### config.mk
export PLATFORM = sky130hd
export DESIGN_NAME = wall_follow_maneuver_controller_core
export DESIGN_NICKNAME = d
export VERILOG_FILES = /design/src/hw/rtl/wfmc_pkg.sv /design/src/hw/rtl/wfmc_step.sv /design/src/hw/rtl/wall_follow_maneuver_controller_core.sv
export SDC_FILE = /design/constraint.sdc
export NUM_CORES = 1
export LEC_CHECK = 0
export BUFFER_PORTS_ARGS = -buffer_cell sky130_fd_sc_hd__buf_4
export CORE_MARGIN = 4
export CORE_UTILIZATION = 45
export DETAILED_ROUTE_END_ITERATION = 8
export GPL_TIMING_DRIVEN = 0
export SLEW_MARGIN = 40
export SYNTH_ARGS = -nofsm -noshare
export SYNTH_HDL_FRONTEND = slang
export SYNTH_SLANG_ARGS = --single-unit
export TNS_END_PERCENT = 50
### constraint.sdc
create_clock -name clk_i -period 11.2 [get_ports clk_i]
set_clock_uncertainty 0.05 [all_clocks]
set_input_delay 2.24 -clock clk_i [delete_from_list [all_inputs] [get_ports clk_i]]
set_output_delay 2.24 -clock clk_i [all_outputs]
set_load 0.02 [all_outputs]
### src/hw/rtl/wfmc_pkg.sv
`timescale 1ns / 1ps
`default_nettype none
// ----------------------------------------------------------------------------
// wfmc_pkg
// Shared types, codes and constant tables of the wall-following maneuver
// controller.
// ----------------------------------------------------------------------------
package wfmc_pkg;

  // Operation codes of an input beat.
  localparam logic [1:0] OP_UPDATE = 2'd0;
  localparam logic [1:0] OP_START  = 2'd1;
  localparam logic [1:0] OP_STOP   = 2'd2;

  // Register indexes on the configuration port.
  localparam logic [2:0] REG_LOST_WALL = 3'd0;
  localparam logic [2:0] REG_TOO_NEAR  = 3'd1;
  localparam logic [2:0] REG_NEAR      = 3'd2;
  localparam logic [2:0] REG_TOO_FAR   = 3'd3;
  localparam logic [2:0] REG_FAR       = 3'd4;
  localparam logic [2:0] REG_LIGHT     = 3'd5;

  // Register reset values.
  localparam int unsigned LostWallRst = 960;
  localparam int unsigned TooNearRst  = 192;
  localparam int unsigned NearRst     = 240;
  localparam int unsigned TooFarRst   = 640;
  localparam int unsigned FarRst      = 480;
  localparam logic [11:0] LightRst    = 12'd500;

  localparam int unsigned LimMinBits  = 14;
  localparam int unsigned LightBits   = 12;
  localparam int unsigned TimeoutBits = 10;

  typedef enum logic [1:0] {
    PH_STOP  = 2'd0,
    PH_NEW   = 2'd1,
    PH_STALE = 2'd2
  } phase_e;

  typedef enum logic [3:0] {
    MV_CRUISE        = 4'd0,
    MV_SEARCH_LEFT   = 4'd1,
    MV_SEARCH_FWD    = 4'd2,
    MV_ESCAPE_RIGHT  = 4'd3,
    MV_ESCAPE_FWD    = 4'd4,
    MV_APPROACH_LEFT = 4'd5,
    MV_APPROACH_FWD  = 4'd6,
    MV_APPROACH_RGT  = 4'd7,
    MV_APPROACH_LEFT2 = 4'd8
  } maneuver_e;

  typedef struct packed {
    logic signed [7:0] left_speed;
    logic signed [7:0] right_speed;
    logic              speed_set;
    logic              lights_off;
    logic [3:0]        maneuver;
    logic              maneuver_entered;
    logic              running;
  } wfmc_result_t;

  // Left wheel speed commanded on entry to a maneuver.
  function automatic logic signed [7:0] mv_left(input maneuver_e m);
    logic signed [7:0] v;
    unique case (m)
      MV_CRUISE:         v = 8'sd90;
      MV_SEARCH_LEFT:    v = -8'sd80;
      MV_SEARCH_FWD:     v = 8'sd80;
      MV_ESCAPE_RIGHT:   v = 8'sd80;
      MV_ESCAPE_FWD:     v = 8'sd100;
      MV_APPROACH_LEFT:  v = -8'sd100;
      MV_APPROACH_FWD:   v = 8'sd60;
      MV_APPROACH_RGT:   v = 8'sd100;
      MV_APPROACH_LEFT2: v = -8'sd100;
      default:           v = 8'sd90;
    endcase
    return v;
  endfunction

  // Right wheel speed commanded on entry to a maneuver.
  function automatic logic signed [7:0] mv_right(input maneuver_e m);
    logic signed [7:0] v;
    unique case (m)
      MV_CRUISE:         v = 8'sd90;
      MV_SEARCH_LEFT:    v = 8'sd80;
      MV_SEARCH_FWD:     v = 8'sd80;
      MV_ESCAPE_RIGHT:   v = -8'sd80;
      MV_ESCAPE_FWD:     v = 8'sd100;
      MV_APPROACH_LEFT:  v = 8'sd100;
      MV_APPROACH_FWD:   v = 8'sd60;
      MV_APPROACH_RGT:   v = -8'sd100;
      MV_APPROACH_LEFT2: v = 8'sd100;
      default:           v = 8'sd90;
    endcase
    return v;
  endfunction

  // Duration of a timed maneuver in ms.
  function automatic logic [TimeoutBits-1:0] mv_timeout(input maneuver_e m);
    logic [TimeoutBits-1:0] v;
    unique case (m)
      MV_SEARCH_LEFT:    v = 10'd400;
      MV_SEARCH_FWD:     v = 10'd800;
      MV_ESCAPE_RIGHT:   v = 10'd300;
      MV_ESCAPE_FWD:     v = 10'd300;
      MV_APPROACH_LEFT:  v = 10'd200;
      MV_APPROACH_FWD:   v = 10'd350;
      MV_APPROACH_RGT:   v = 10'd750;
      MV_APPROACH_LEFT2: v = 10'd850;
      default:           v = 10'd0;
    endcase
    return v;
  endfunction

  // Maneuver that follows on timeout.
  function automatic maneuver_e mv_next(input maneuver_e m);
    maneuver_e v;
    unique case (m)
      MV_SEARCH_LEFT:    v = MV_SEARCH_FWD;
      MV_SEARCH_FWD:     v = MV_SEARCH_LEFT;
      MV_ESCAPE_RIGHT:   v = MV_ESCAPE_FWD;
      MV_ESCAPE_FWD:     v = MV_CRUISE;
      MV_APPROACH_LEFT:  v = MV_APPROACH_FWD;
      MV_APPROACH_FWD:   v = MV_APPROACH_RGT;
      MV_APPROACH_RGT:   v = MV_APPROACH_LEFT2;
      MV_APPROACH_LEFT2: v = MV_SEARCH_LEFT;
      default:           v = MV_CRUISE;
    endcase
    return v;
  endfunction

  // Maneuvers that end early once a wall is seen again.
  function automatic logic mv_seeks(input maneuver_e m);
    return (m == MV_SEARCH_LEFT) || (m == MV_SEARCH_FWD) ||
           (m == MV_APPROACH_RGT) || (m == MV_APPROACH_LEFT2);
  endfunction

endpackage
`default_nettype wire

### src/hw/rtl/wfmc_step.sv
`timescale 1ns / 1ps
`default_nettype none
// ----------------------------------------------------------------------------
// wfmc_step
// Next-state and result logic for one beat of the maneuver controller.
// ----------------------------------------------------------------------------
module wfmc_step
  import wfmc_pkg::*;
#(
  parameter int unsigned DIST_BITS = 14,
  parameter int unsigned TIME_BITS = 32,
  parameter int unsigned LIM_BITS  = 14
) (
  input  logic [1:0]            op_i,
  input  logic [DIST_BITS-1:0]  dist_i,
  input  logic [TIME_BITS-1:0]  now_i,
  input  logic [LightBits-1:0]  light_left_i,
  input  logic [LightBits-1:0]  light_right_i,
  input  logic [LIM_BITS-1:0]   lost_wall_i,
  input  logic [LIM_BITS-1:0]   too_near_i,
  input  logic [LIM_BITS-1:0]   near_i,
  input  logic [LIM_BITS-1:0]   too_far_i,
  input  logic [LIM_BITS-1:0]   far_i,
  input  logic [LightBits-1:0]  light_lim_i,
  input  phase_e                phase_i,
  input  maneuver_e             mnv_i,
  input  logic [DIST_BITS-1:0]  hist_old_i,
  input  logic [DIST_BITS-1:0]  hist_new_i,
  input  logic [1:0]            fill_i,
  input  logic [TIME_BITS-1:0]  start_i,
  output phase_e                phase_o,
  output maneuver_e             mnv_o,
  output logic [DIST_BITS-1:0]  hist_old_o,
  output logic [DIST_BITS-1:0]  hist_new_o,
  output logic [1:0]            fill_o,
  output logic [TIME_BITS-1:0]  start_o,
  output wfmc_result_t          res_o
);

  logic                 full;
  logic [DIST_BITS-1:0] mn;
  logic [LIM_BITS-1:0]  mn_x;
  logic [LIM_BITS-1:0]  dist_x;
  logic [TIME_BITS-1:0] elapsed;
  logic [TIME_BITS-1:0] tmo;
  logic                 bright;
  maneuver_e            tgt;
  logic                 do_enter;

  // The window is full once this update brings the third sample in.
  assign full    = (fill_i >= 2'd2);
  assign dist_x  = LIM_BITS'(dist_i);
  assign elapsed = now_i - start_i;
  assign tmo     = TIME_BITS'(mv_timeout(mnv_i));
  assign bright  = (light_left_i >= light_lim_i) || (light_right_i >= light_lim_i);

  always_comb begin
    mn = dist_i;
    if (full) begin
      if (hist_old_i < mn) mn = hist_old_i;
      if (hist_new_i < mn) mn = hist_new_i;
    end
  end

  assign mn_x = LIM_BITS'(mn);

  always_comb begin
    phase_o    = phase_i;
    mnv_o      = mnv_i;
    hist_old_o = hist_old_i;
    hist_new_o = hist_new_i;
    fill_o     = fill_i;
    start_o    = start_i;
    res_o      = '0;
    tgt        = MV_CRUISE;
    do_enter   = 1'b0;

    unique case (op_i)
      OP_UPDATE: begin
        priority if (phase_i == PH_NEW) begin
          mnv_o      = MV_CRUISE;
          hist_old_o = '0;
          hist_new_o = '0;
          fill_o     = 2'd0;
          start_o    = '0;
          phase_o    = PH_STALE;
        end else if (phase_i != PH_STALE) begin
          res_o.speed_set  = 1'b1;
          res_o.lights_off = 1'b1;
        end else if (bright) begin
          phase_o          = PH_STOP;
          res_o.speed_set  = 1'b1;
          res_o.lights_off = 1'b1;
        end else begin
          hist_old_o = hist_new_i;
          hist_new_o = dist_i;
          if (fill_i != 2'd3) fill_o = fill_i + 2'd1;
          if (mnv_i != MV_CRUISE) begin
            priority if (mv_seeks(mnv_i) && (dist_x <= lost_wall_i)) begin
              do_enter = 1'b1;
              tgt      = MV_CRUISE;
            end else if (elapsed >= tmo) begin
              do_enter = 1'b1;
              tgt      = mv_next(mnv_i);
            end else begin
              do_enter = 1'b0;
            end
          end else begin
            priority if (full && (mn_x > lost_wall_i)) begin
              do_enter = 1'b1;
              tgt      = MV_SEARCH_LEFT;
            end else if (full && (mn_x < too_near_i)) begin
              do_enter = 1'b1;
              tgt      = MV_ESCAPE_RIGHT;
            end else if (mn_x < near_i) begin
              res_o.speed_set   = 1'b1;
              res_o.left_speed  = 8'sd100;
              res_o.right_speed = 8'sd30;
            end else if (full && (mn_x > too_far_i)) begin
              do_enter = 1'b1;
              tgt      = MV_APPROACH_LEFT;
            end else if (mn_x > far_i) begin
              res_o.speed_set   = 1'b1;
              res_o.left_speed  = 8'sd40;
              res_o.right_speed = 8'sd100;
            end else begin
              res_o.speed_set   = 1'b1;
              res_o.left_speed  = 8'sd90;
              res_o.right_speed = 8'sd90;
            end
          end
        end
      end
      OP_START: begin
        phase_o = PH_NEW;
      end
      OP_STOP: begin
        phase_o          = PH_STOP;
        res_o.speed_set  = 1'b1;
        res_o.lights_off = 1'b1;
      end
      default: begin
        phase_o = phase_i;
      end
    endcase

    if (do_enter) begin
      mnv_o                  = tgt;
      start_o                = now_i;
      res_o.speed_set        = 1'b1;
      res_o.left_speed       = mv_left(tgt);
      res_o.right_speed      = mv_right(tgt);
      res_o.maneuver_entered = 1'b1;
    end

    res_o.maneuver = mnv_o;
    res_o.running  = (phase_o == PH_NEW) || (phase_o == PH_STALE);
  end

endmodule
`default_nettype wire

### src/hw/rtl/wall_follow_maneuver_controller_core.sv
`timescale 1ns / 1ps
`default_nettype none
// ----------------------------------------------------------------------------
// wall_follow_maneuver_controller_core
// Wall-following drive controller: run state, maneuver machine and distance
// window, stepped once per input beat.
// ----------------------------------------------------------------------------
// Usage: each input beat carries an operation (update, start or stop) with a
// distance, a millisecond time stamp and two light readings. Every beat
// produces exactly one result beat with the motor speeds, lamp and maneuver
// flags and the run status. Both channels use valid/ready handshakes.
// A beat accepted into the input register is stepped from there; the step
// logic then writes the controller state and the result register once the
// result register is empty or being drained. Throughput is one beat per
// cycle while the receiver takes every result; the controller state feeds
// back to the step logic directly, so consecutive beats never wait on
// each other. When the receiver stalls, the result register holds and the
// input register can still take one more beat before in_ready_o drops.
// Reset returns every limit register to its default, stops the run, selects
// cruise and clears the distance window and the maneuver start time.
// The limits are to be written through the APB-style port only while no beat
// is pending; the core itself does not enforce this.
// ----------------------------------------------------------------------------
module wall_follow_maneuver_controller_core
  import wfmc_pkg::*;
#(
  parameter int unsigned DIST_BITS = 14,
  parameter int unsigned TIME_BITS = 32
) (
  input  logic                  clk_i,
  input  logic                  rst_ni,
  // Input channel.
  input  logic                  in_valid_i,
  output logic                  in_ready_o,
  input  logic [1:0]            op_i,
  input  logic [DIST_BITS-1:0]  distance_i,
  input  logic [TIME_BITS-1:0]  now_ms_i,
  input  logic [11:0]           light_left_i,
  input  logic [11:0]           light_right_i,
  // Result channel.
  output logic                  out_valid_o,
  input  logic                  out_ready_i,
  output logic signed [7:0]     left_speed_o,
  output logic signed [7:0]     right_speed_o,
  output logic                  speed_set_o,
  output logic                  lights_off_o,
  output logic [3:0]            maneuver_o,
  output logic                  maneuver_entered_o,
  output logic                  running_o,
  // Configuration port.
  input  logic                  psel,
  input  logic                  penable,
  input  logic                  pwrite,
  input  logic [4:0]            paddr,
  input  logic [31:0]           pwdata,
  output logic [31:0]           prdata,
  output logic                  pready
);

  // Limit registers are at least as wide as their reset values need.
  localparam int unsigned LimBits = (DIST_BITS > LimMinBits) ? DIST_BITS : LimMinBits;

  // Configuration registers.
  logic [LimBits-1:0]   lost_wall_q, too_near_q, near_q, too_far_q, far_q;
  logic [LightBits-1:0] light_lim_q;
  logic                 cfg_wr;
  logic [2:0]           cfg_idx;
  logic [LimBits-1:0]   cfg_dist;

  // Input register.
  logic                 s1_valid_q;
  logic [1:0]           op_q;
  logic [DIST_BITS-1:0] dist_q;
  logic [TIME_BITS-1:0] now_q;
  logic [LightBits-1:0] ll_q, lr_q;

  // Controller state.
  phase_e               phase_q, phase_d;
  maneuver_e            mnv_q, mnv_d;
  logic [DIST_BITS-1:0] hist_old_q, hist_old_d, hist_new_q, hist_new_d;
  logic [1:0]           fill_q, fill_d;
  logic [TIME_BITS-1:0] start_q, start_d;

  // Result register.
  logic                 out_valid_q;
  wfmc_result_t         res_q, res_d;

  logic                 in_acc;
  logic                 out_free;
  logic                 advance;

  // --------------------------------------------------------------------------
  // Configuration port. Distance limits keep DIST_BITS of the written data.
  // --------------------------------------------------------------------------
  assign pready   = 1'b1;
  assign cfg_wr   = psel && penable && pwrite;
  assign cfg_idx  = paddr[4:2];
  assign cfg_dist = LimBits'(pwdata[DIST_BITS-1:0]);

  always_ff @(posedge clk_i or negedge rst_ni) begin
    if (!rst_ni) begin
      lost_wall_q <= LimBits'(LostWallRst);
      too_near_q  <= LimBits'(TooNearRst);
      near_q      <= LimBits'(NearRst);
      too_far_q   <= LimBits'(TooFarRst);
      far_q       <= LimBits'(FarRst);
      light_lim_q <= LightRst;
    end else if (cfg_wr) begin
      unique case (cfg_idx)
        REG_LOST_WALL: lost_wall_q <= cfg_dist;
        REG_TOO_NEAR:  too_near_q  <= cfg_dist;
        REG_NEAR:      near_q      <= cfg_dist;
        REG_TOO_FAR:   too_far_q   <= cfg_dist;
        REG_FAR:       far_q       <= cfg_dist;
        REG_LIGHT:     light_lim_q <= pwdata[LightBits-1:0];
        default: begin
          // Writes above the register list are dropped.
        end
      endcase
    end
  end

  always_comb begin
    unique case (cfg_idx)
      REG_LOST_WALL: prdata = 32'(lost_wall_q);
      REG_TOO_NEAR:  prdata = 32'(too_near_q);
      REG_NEAR:      prdata = 32'(near_q);
      REG_TOO_FAR:   prdata = 32'(too_far_q);
      REG_FAR:       prdata = 32'(far_q);
      REG_LIGHT:     prdata = 32'(light_lim_q);
      default:       prdata = 32'd0;
    endcase
  end

  // --------------------------------------------------------------------------
  // Handshake. The step runs when the input register holds a beat and the
  // result register is empty or being drained in this cycle.
  // --------------------------------------------------------------------------
  assign out_free   = !out_valid_q || out_ready_i;
  assign advance    = s1_valid_q && out_free;
  assign in_ready_o = !s1_valid_q || out_free;
  assign in_acc     = in_valid_i && in_ready_o;

  always_ff @(posedge clk_i or negedge rst_ni) begin
    if (!rst_ni) begin
      s1_valid_q  <= 1'b0;
      out_valid_q <= 1'b0;
    end else begin
      if (in_acc) begin
        s1_valid_q <= 1'b1;
      end else if (advance) begin
        s1_valid_q <= 1'b0;
      end
      if (advance) begin
        out_valid_q <= 1'b1;
      end else if (out_ready_i) begin
        out_valid_q <= 1'b0;
      end
    end
  end

  always_ff @(posedge clk_i) begin
    if (in_acc) begin
      op_q   <= op_i;
      dist_q <= distance_i;
      now_q  <= now_ms_i;
      ll_q   <= light_left_i;
      lr_q   <= light_right_i;
    end
  end

  // --------------------------------------------------------------------------
  // Step logic and controller state.
  // --------------------------------------------------------------------------
  wfmc_step #(
    .DIST_BITS (DIST_BITS),
    .TIME_BITS (TIME_BITS),
    .LIM_BITS  (LimBits)
  ) u_step (
    .op_i          (op_q),
    .dist_i        (dist_q),
    .now_i         (now_q),
    .light_left_i  (ll_q),
    .light_right_i (lr_q),
    .lost_wall_i   (lost_wall_q),
    .too_near_i    (too_near_q),
    .near_i        (near_q),
    .too_far_i     (too_far_q),
    .far_i         (far_q),
    .light_lim_i   (light_lim_q),
    .phase_i       (phase_q),
    .mnv_i         (mnv_q),
    .hist_old_i    (hist_old_q),
    .hist_new_i    (hist_new_q),
    .fill_i        (fill_q),
    .start_i       (start_q),
    .phase_o       (phase_d),
    .mnv_o         (mnv_d),
    .hist_old_o    (hist_old_d),
    .hist_new_o    (hist_new_d),
    .fill_o        (fill_d),
    .start_o       (start_d),
    .res_o         (res_d)
  );

  // The window keeps only the two samples before the newest one; the oldest
  // of the three drops out on every shift anyway.
  always_ff @(posedge clk_i or negedge rst_ni) begin
    if (!rst_ni) begin
      phase_q    <= PH_STOP;
      mnv_q      <= MV_CRUISE;
      hist_old_q <= '0;
      hist_new_q <= '0;
      fill_q     <= 2'd0;
      start_q    <= '0;
    end else if (advance) begin
      phase_q    <= phase_d;
      mnv_q      <= mnv_d;
      hist_old_q <= hist_old_d;
      hist_new_q <= hist_new_d;
      fill_q     <= fill_d;
      start_q    <= start_d;
    end
  end

  always_ff @(posedge clk_i) begin
    if (advance) begin
      res_q <= res_d;
    end
  end

  assign out_valid_o        = out_valid_q;
  assign left_speed_o       = res_q.left_speed;
  assign right_speed_o      = res_q.right_speed;
  assign speed_set_o        = res_q.speed_set;
  assign lights_off_o       = res_q.lights_off;
  assign maneuver_o         = res_q.maneuver;
  assign maneuver_entered_o = res_q.maneuver_entered;
  assign running_o          = res_q.running;

endmodule
`default_nettype wire

# --- Word-level counts from Yosys, hierarchy flattened ---
# Memories as Yosys holds them, arrays and structs flattened.
# Index checks and enable logic that the tools add are counted.
word_totals:
  regBits: 248
  mem_bits_ro: 432
  input_bits: 116
  output_inout_bits: 59
  mem_count: 4
op_classes:
  add_sub_neg: 2
  magnitude_cmp: 12
  eq_ne: 18
  mux: 67
  n_reduce_logical: 34
mem_list:
  columns: ["memory", "depth", "width", "rd", "rd_ports_with_merged_regs", "wr", "line", "text"]
  rows:
  - ["(no name shown)", 16, 9, 1, 0, 0, "wfmc_pkg.sv:102", "unique case (m)"]
  - ["(no name shown)", 16, 7, 1, 0, 0, "wfmc_pkg.sv:66", "unique case (m)"]
  - ["(no name shown)", 16, 7, 1, 0, 0, "wfmc_pkg.sv:84", "unique case (m)"]
  - ["(no name shown)", 16, 4, 1, 0, 0, "wfmc_pkg.sv:119", "unique case (m)"]
op_table:
  columns: ["op", "count"]
  rows:
  - ["$mux 14", 10]
  - ["$mux 32", 3]
  - ["$mux 17", 5]
  - ["$pmux 14 s6", 1]
  - ["$mux 16", 5]
  - ["$lt 14x14->1", 4]
  - ["$mux 4", 13]
  - ["$gt 14x14->1", 3]
  - ["$ge 32x10->1", 1]
  - ["$sub 32x32->32", 1]
  - ["$ge 12x12->1", 2]
  - ["$mux 1", 18]
  - ["$mux 18", 1]
  - ["$mux 2", 8]
  - ["$le 14x14->1", 1]
  - ["$reduce_and 2->1", 6]
  - ["$reduce_bool 2->1", 5]
  - ["$logic_and 1x1->1", 8]
  - ["$logic_or 1x1->1", 7]
  - ["$eq 2x1->1 const B", 3]
  - ["$eq 3x2->1 const B", 2]
  - ["$eq 3x3->1 const B", 2]
  - ["$ne 2x2->1 const B", 3]
  - ["$pmux 2 s3", 1]
  - ["18 further kinds", 20]

# --- Logic depth before layout (Yosys ltp) ---
depth:
  word_depth: 19
  depth_mapped: 36

# --- Hierarchy ---
# Synthesis repeated with hierarchy kept, for this count alone.
unflattened:
  hier_cells: 1722
  area_unflattened_um2: 17538.1
modules_own_cells:
  columns: ["module", "instances", "cells_each", "area_per_inst_um2"]
  rows:
  - ["wall_follow_maneuver_controller_core", 1, 539, 9560.4]
  - ["wfmc_step", 1, 1183, 7977.7]

# --- Least setup slack after synthesis ---
# No wires, ideal clock.
synth_path:
  path_kind: "register to register"
  startpoint: "reg dist_q[3]"
  endpoint: "reg res_q (netlist bit right_speed_o[6]), data pin"
  setup_ns: 0.272
  t_arrival_ns: 7.095
  setup_slack_ns: 3.783
  path_stages_with_launch: 32
  synth_period_minus_slack_ns: 7.417
  cell_sequence: "edfxtp_1 inv_1 ha_1 a21o_1 a211oi_1 o21ai_1 a211oi_1 buf_2 buf_1 nor2_1 a21oi_1 ha_1 a21oi_1 o21ai_0 a221oi_1 nand2_1 clkbuf_1 o211ai_1 o21ai_0 ha_1 a21o_1 a21o_1 a2111oi_0 o21a_1 nand4b_1 nor4_1 nor3_1 a21oi_1 a21boi_0 ha_1 nor3_1 or4_1"
synth_lines:
  columns: ["item", "line", "text"]
  rows:
  - ["from (decl)", "wall_follow_maneuver_controller_core.sv:73", "logic [DIST_BITS-1:0] dist_q;"]
  - ["from (signal assigned)", "wall_follow_maneuver_controller_core.sv:165", "dist_q <= distance_i;"]
  - ["to (signal assigned)", "wall_follow_maneuver_controller_core.sv:228", "res_q <= res_d;"]
  - ["to (decl)", "wall_follow_maneuver_controller_core.sv:86", "wfmc_result_t res_q, res_d;"]

==> flow_results.xml <==
<?xml version="1.0" encoding="UTF-8"?>
<metrics>
  <group name="status">
    <metric name="outcome" unit="">finished clean</metric>
  </group>
  <group name="synth">
    <metric name="asyncSetResetFlopFracSynth" unit="">0.618</metric>
    <metric name="synth.lib_cells_used.distinct" unit="">80</metric>
    <metric name="ys_ff_latch" unit="">246</metric>
    <metric name="synth-seq-area-share" unit="">0.410</metric>
    <metric name="synth_area_leader_cell" unit="">sky130_fd_sc_hd__dfrtp_1</metric>
    <metric name="top_cells_by_area_synth" unit="">sky130_fd_sc_hd__dfrtp_1 (20%), sky130_fd_sc_hd__edfxtp_1 (17%), sky130_fd_sc_hd__ha_1 (14%), sky130_fd_sc_hd__inv_1 (4.2%), sky130_fd_sc_hd__nand2_1 (3.7%)</metric>
    <metric name="synth_area_per_cell" unit="µm²">9.71</metric>
    <metric name="syn-cell-area" unit="mm²">0.0162</metric>
    <metric name="postSynth.topFlopCell" unit="">sky130_fd_sc_hd__dfrtp_1</metric>
    <metric name="netlist.area_leader.share" unit="">0.200</metric>
    <metric name="synth_warnings" unit="">0</metric>
    <metric name="synth-edff-count" unit="">94</metric>
    <metric name="netlist_instances" unit="">1673</metric>
  </group>
  <group name="power_and_ir_drop">
    <metric name="flop_pwr_share" unit="">0.246</metric>
    <metric name="vdd_drop_max" unit="V">0.000142</metric>
    <metric name="pwr-share-comb" unit="">0.570</metric>
    <metric name="swShare" unit="">0.448</metric>
    <metric name="leakagePower" unit="nW">8.47</metric>
    <metric name="powerDensity" unit="mW/mm²">266</metric>
    <metric name="power.share.clock" unit="">0.184</metric>
    <metric name="internal-power" unit="W">0.00278</metric>
    <metric name="p_switching" unit="W">0.00225</metric>
  </group>
  <group name="setup_path">
    <metric name="cp_common_cell" unit="">sky130_fd_sc_hd__ha_1</metric>
    <metric name="rr_startpoint" unit="">dist_q[3]$_DFFE_PP_</metric>
    <metric name="crit_path_end_kind" unit="">flop</metric>
    <metric name="arrival_time_worst_endpoint" unit="ns">10.27</metric>
    <metric name="worst-endpoint-required" unit="ns">11.56</metric>
    <metric name="critical_path_class" unit="">reg2reg</metric>
    <metric name="worstReg2RegEnd" unit="">right_speed_o[3]$_DFFE_PP_</metric>
    <metric name="crit_fanout" unit="">10</metric>
    <metric name="critPathMaxStageDelay" unit="ns">0.70</metric>
    <metric name="worst_r2r_setup_slack" unit="ns">1.29</metric>
    <metric name="cell_with_the_largest_stage_delay_on_the_worst_path" unit="">sky130_fd_sc_hd__a221oi_1</metric>
    <metric name="cp-start-kind" unit="">flop</metric>
    <metric name="reg2reg_depth" unit="">35</metric>
  </group>
  <group name="clock_tree">
    <metric name="clock_insertion_delay_worst_skew" unit="ns">0.57</metric>
    <metric name="cts.repair.resized" unit="">0</metric>
    <metric name="clock-root-buffer" unit="">sky130_fd_sc_hd__clkbuf_16</metric>
    <metric name="cts_max_path_buffers" unit="">3</metric>
    <metric name="cts_tree" unit="">built</metric>
    <metric name="htree_levels" unit="">1</metric>
    <metric name="cts_num_sinks" unit="">246</metric>
    <metric name="clock_buffer_count_from_cts" unit="">29</metric>
    <metric name="cts.hold.buffers_added" unit="">0</metric>
    <metric name="post_cts.repair.setup_buffers" unit="">0</metric>
    <metric name="cts.clk_slew.worst_paths" unit="ns">0.06</metric>
  </group>
  <group name="finish">
    <metric name="antenna_cells_inserted" unit="">0</metric>
    <metric name="finish.cell_count_without_fillers" unit="">2343</metric>
    <metric name="area_growth_from_synthesis_to_layout" unit="%">16.4</metric>
    <metric name="filler_cell_count" unit="">3227</metric>
    <metric name="nNetsFinal" unit="">2164</metric>
    <metric name="final_cell_mix" unit="">sky130_fd_sc_hd__ha_1 (187), sky130_fd_sc_hd__inv_1 (179), sky130_fd_sc_hd__nand2_1 (161)</metric>
    <metric name="final_design_area_no_fill" unit="mm²">0.0189</metric>
    <metric name="post-route-util" unit="">0.532</metric>
    <metric name="multi_input_area" unit="mm²">0.00853</metric>
    <metric name="layout-drive-gt1-share" unit="">0.157</metric>
    <metric name="final_common_cell" unit="">sky130_fd_sc_hd__ha_1</metric>
    <metric name="area.sequential" unit="mm²">0.00665</metric>
  </group>
  <group name="timing">
    <metric name="hold_viol_final" unit="">0</metric>
    <metric name="finalSetupViolCount" unit="">0</metric>
    <metric name="final.min_clock_period" unit="ns">9.91</metric>
    <metric name="worstMarginPinSlew" unit="ns">0.853</metric>
    <metric name="tns" unit="ns">0</metric>
    <metric name="worst_slew_margin_rel" unit="">0.432</metric>
    <metric name="finalCritPeriodShare" unit="">0.885</metric>
    <metric name="maxClockFrequency" unit="MHz">101</metric>
    <metric name="grt_setup_unrepaired" unit="">no</metric>
    <metric name="max_slew_violation_total_from_the_final_report" unit="">0</metric>
  </group>
  <group name="routing">
    <metric name="antenna_left" unit="">0</metric>
    <metric name="met3_wirelength" unit="mm">3.30</metric>
    <metric name="drt-vias-per-instance" unit="">5.67</metric>
    <metric name="post-route-drc-count" unit="">0</metric>
    <metric name="wl_met1" unit="mm">21.4</metric>
    <metric name="post_drt_wl_per_cell" unit="µm">19.2</metric>
    <metric name="highest_layer" unit="">met4</metric>
    <metric name="drtIter0Drc" unit="">902</metric>
    <metric name="detail_route.first_pass.iterations" unit="">5</metric>
    <metric name="routed-via-count" unit="">13300</metric>
    <metric name="wl_met2" unit="mm">19.5</metric>
    <metric name="finalWirelength" unit="mm">45.0</metric>
  </group>
  <group name="placement">
    <metric name="finalWeightedCongestion" unit="">0.902</metric>
    <metric name="dp_hpwl" unit="mm">35.1</metric>
    <metric name="placedInstanceArea" unit="mm²">0.0180</metric>
    <metric name="buffer_ports.inserted" unit="">133</metric>
    <metric name="placed_cells_incl_taps" unit="">2290</metric>
  </group>
  <group name="floorplan">
    <metric name="floorplan.initialDensity" unit="">0.457</metric>
    <metric name="design.die.area" unit="mm²">0.0392</metric>
    <metric name="dieWidth" unit="µm">198</metric>
    <metric name="floorplan_die_height" unit="µm">198</metric>
    <metric name="number_of_standard_cell_rows_in_the_floorplan" unit="">69</metric>
    <metric name="core-area" unit="mm²">0.0356</metric>
    <metric name="i_o_pins" unit="">175</metric>
  </group>
  <group name="global_route">
    <metric name="number_of_antenna_violations_at_the_first_check_in_global_routing" unit="">0</metric>
    <metric name="global_route_wire_length_before_repair" unit="mm">70.9</metric>
    <metric name="grtUsageTotal" unit="">0.225</metric>
    <metric name="global_route.overflow_total" unit="">0</metric>
    <metric name="grt_max_degree" unit="">72</metric>
    <metric name="first_global_vias" unit="">13100</metric>
  </group>
  <group name="min_path">
    <metric name="number_of_instances_on_the_worst_hold_path" unit="">1</metric>
    <metric name="hold_class" unit="">reg2reg</metric>
    <metric name="min_delay_worst_endpoint" unit="">out_valid_o$_DFFE_PN0P_</metric>
    <metric name="hold_path.startpoint" unit="">s1_valid_q$_DFFE_PN0P_</metric>
  </group>
  <group name="job">
    <metric name="drv.max_cap_violation_count" unit="">0</metric>
  </group>
</metrics>
## cell usage after synthesis, types with 5 or more instances
cell,number
sky130_fd_sc_hd__mux4_2,5
sky130_fd_sc_hd__a22oi_1,8
sky130_fd_sc_hd__ha_1,187
sky130_fd_sc_hd__mux2i_1,23
sky130_fd_sc_hd__o21ai_0,108
sky130_fd_sc_hd__or3_1,6
sky130_fd_sc_hd__clkbuf_1,39
sky130_fd_sc_hd__o211ai_1,22
sky130_fd_sc_hd__inv_1,180
sky130_fd_sc_hd__a21oi_1,101
sky130_fd_sc_hd__a31oi_1,10
sky130_fd_sc_hd__dfstp_2,22
sky130_fd_sc_hd__o221ai_1,5
sky130_fd_sc_hd__mux2_2,34
sky130_fd_sc_hd__a22o_1,37
sky130_fd_sc_hd__xnor2_1,12
sky130_fd_sc_hd__o21a_1,22
sky130_fd_sc_hd__buf_2,8
sky130_fd_sc_hd__nor4_1,15
sky130_fd_sc_hd__xor2_1,9
sky130_fd_sc_hd__or2_2,5
sky130_fd_sc_hd__o21bai_1,7
sky130_fd_sc_hd__nand4_1,35
sky130_fd_sc_hd__a211oi_1,17
sky130_fd_sc_hd__a221oi_1,5
sky130_fd_sc_hd__buf_1,6
sky130_fd_sc_hd__o31ai_1,35
sky130_fd_sc_hd__dfrtp_1,130
sky130_fd_sc_hd__and2_1,6
sky130_fd_sc_hd__nand2b_1,12
sky130_fd_sc_hd__nor2b_1,16
sky130_fd_sc_hd__nand3_1,27
sky130_fd_sc_hd__nor3_1,20
sky130_fd_sc_hd__edfxtp_1,94
sky130_fd_sc_hd__and3_1,5
sky130_fd_sc_hd__nor2_1,78
sky130_fd_sc_hd__a21o_1,29
sky130_fd_sc_hd__buf_4,21
sky130_fd_sc_hd__a21boi_0,5
sky130_fd_sc_hd__o21ai_1,13
sky130_fd_sc_hd__o22ai_1,14
sky130_fd_sc_hd__nand2_1,161
## power groups by stage
stage	Clock, W	Combinational, W	Sequential, W
6_report	0.000927	0.00287	0.00124
5_1_grt	0.000986	0.00327	0.00126
4_1_cts	0.000947	0.00284	0.00123
3_5_place_dp	0	0.00282	0.00125
3_3_place_gp	0	0.00272	0.00125
2_1_floorplan	0	0.00201	0.00121
## registers in the layout, summed over array words and instances (netlist names), 14 cells and up
| name | count |
|---|---|
| far_q | 14 |
| lost_wall_q | 14 |
| too_near_q | 14 |
| near_q | 14 |
| start_q | 32 |
| hist_old_q | 14 |
| now_q | 32 |
| hist_new_q | 14 |
| too_far_q | 14 |
| dist_q | 14 |
## worst max-delay path, delay by kind of cell (launching register included)
kind                       cells  cell delay (ns)
AOI/OAI and AO/OA             16             4.73
and+or+nand+nor               10             1.98
buffers and inverters          5             1.34
adders and majority gates      4             1.17
DFF                            1             0.47
## area by class of cell
type / count / area share
plain buffers: 81 / 0.0241
clock buffers: 38 / 0.0407
clock inverters: 15 / 0.00807
inverters: 182 / 0.0361
multi-input cells: 1183 / 0.451
flip-flops and latches: 246 / 0.352
well taps: 461 / 0.0305
repair buffers: 137 / 0.0574
## layer usage
layer,vias up,GRT usage
li1,6435,-
met1,6347,0.333
met2,433,0.349
met3,61,0.0395
met4,0,0.0495
met5,-,0
## per-stage QoR
step	hold WS, ns	power [W]	setup slack, ns
2_1_floorplan	0.407	0.00322	3.78
3_3_place_gp	0.429	0.00397	1.47
3_5_place_dp	0.440	0.00407	1.42
4_1_cts	0.446	0.00502	1.40
5_1_grt	0.466	0.00551	0.602
6_report	0.441	0.00503	1.29
## cell families (layout without fill, tap and decap cells)
group,Yosys count,in the layout,share of synthesized area
compound gates,483,483,0.198
simple gates,408,408,0.121
flops,246,246,0.410
fa+ha+maj,188,188,0.145
other cells,2,21,0.000462
mux,62,62,0.0447
xor+xnor,21,21,0.0113
buf+inv,263,453,0.0702
## worst max path at each step
| stage | slack [ns] | cells after the start | endpoint | startpoint |
|---|---|---|---|---|
| finish | 1.29 | 35 | right_speed_o[3]$_DFFE_PP_ | dist_q[3]$_DFFE_PP_ |
| global route | 0.60 | 36 | right_speed_o[3]$_DFFE_PP_ | dist_q[3]$_DFFE_PP_ |
| CTS | 1.40 | 35 | right_speed_o[3]$_DFFE_PP_ | dist_q[3]$_DFFE_PP_ |
| detailed placement | 1.42 | 34 | right_speed_o[3]$_DFFE_PP_ | dist_q[3]$_DFFE_PP_ |
| global placement | 1.47 | 34 | right_speed_o[3]$_DFFE_PP_ | dist_q[3]$_DFFE_PP_ |
| floorplan | 3.78 | 31 | right_speed_o[6]$_DFFE_PP_ | dist_q[3]$_DFFE_PP_ |
Note: power is estimated with default switching activity, not from simulation.
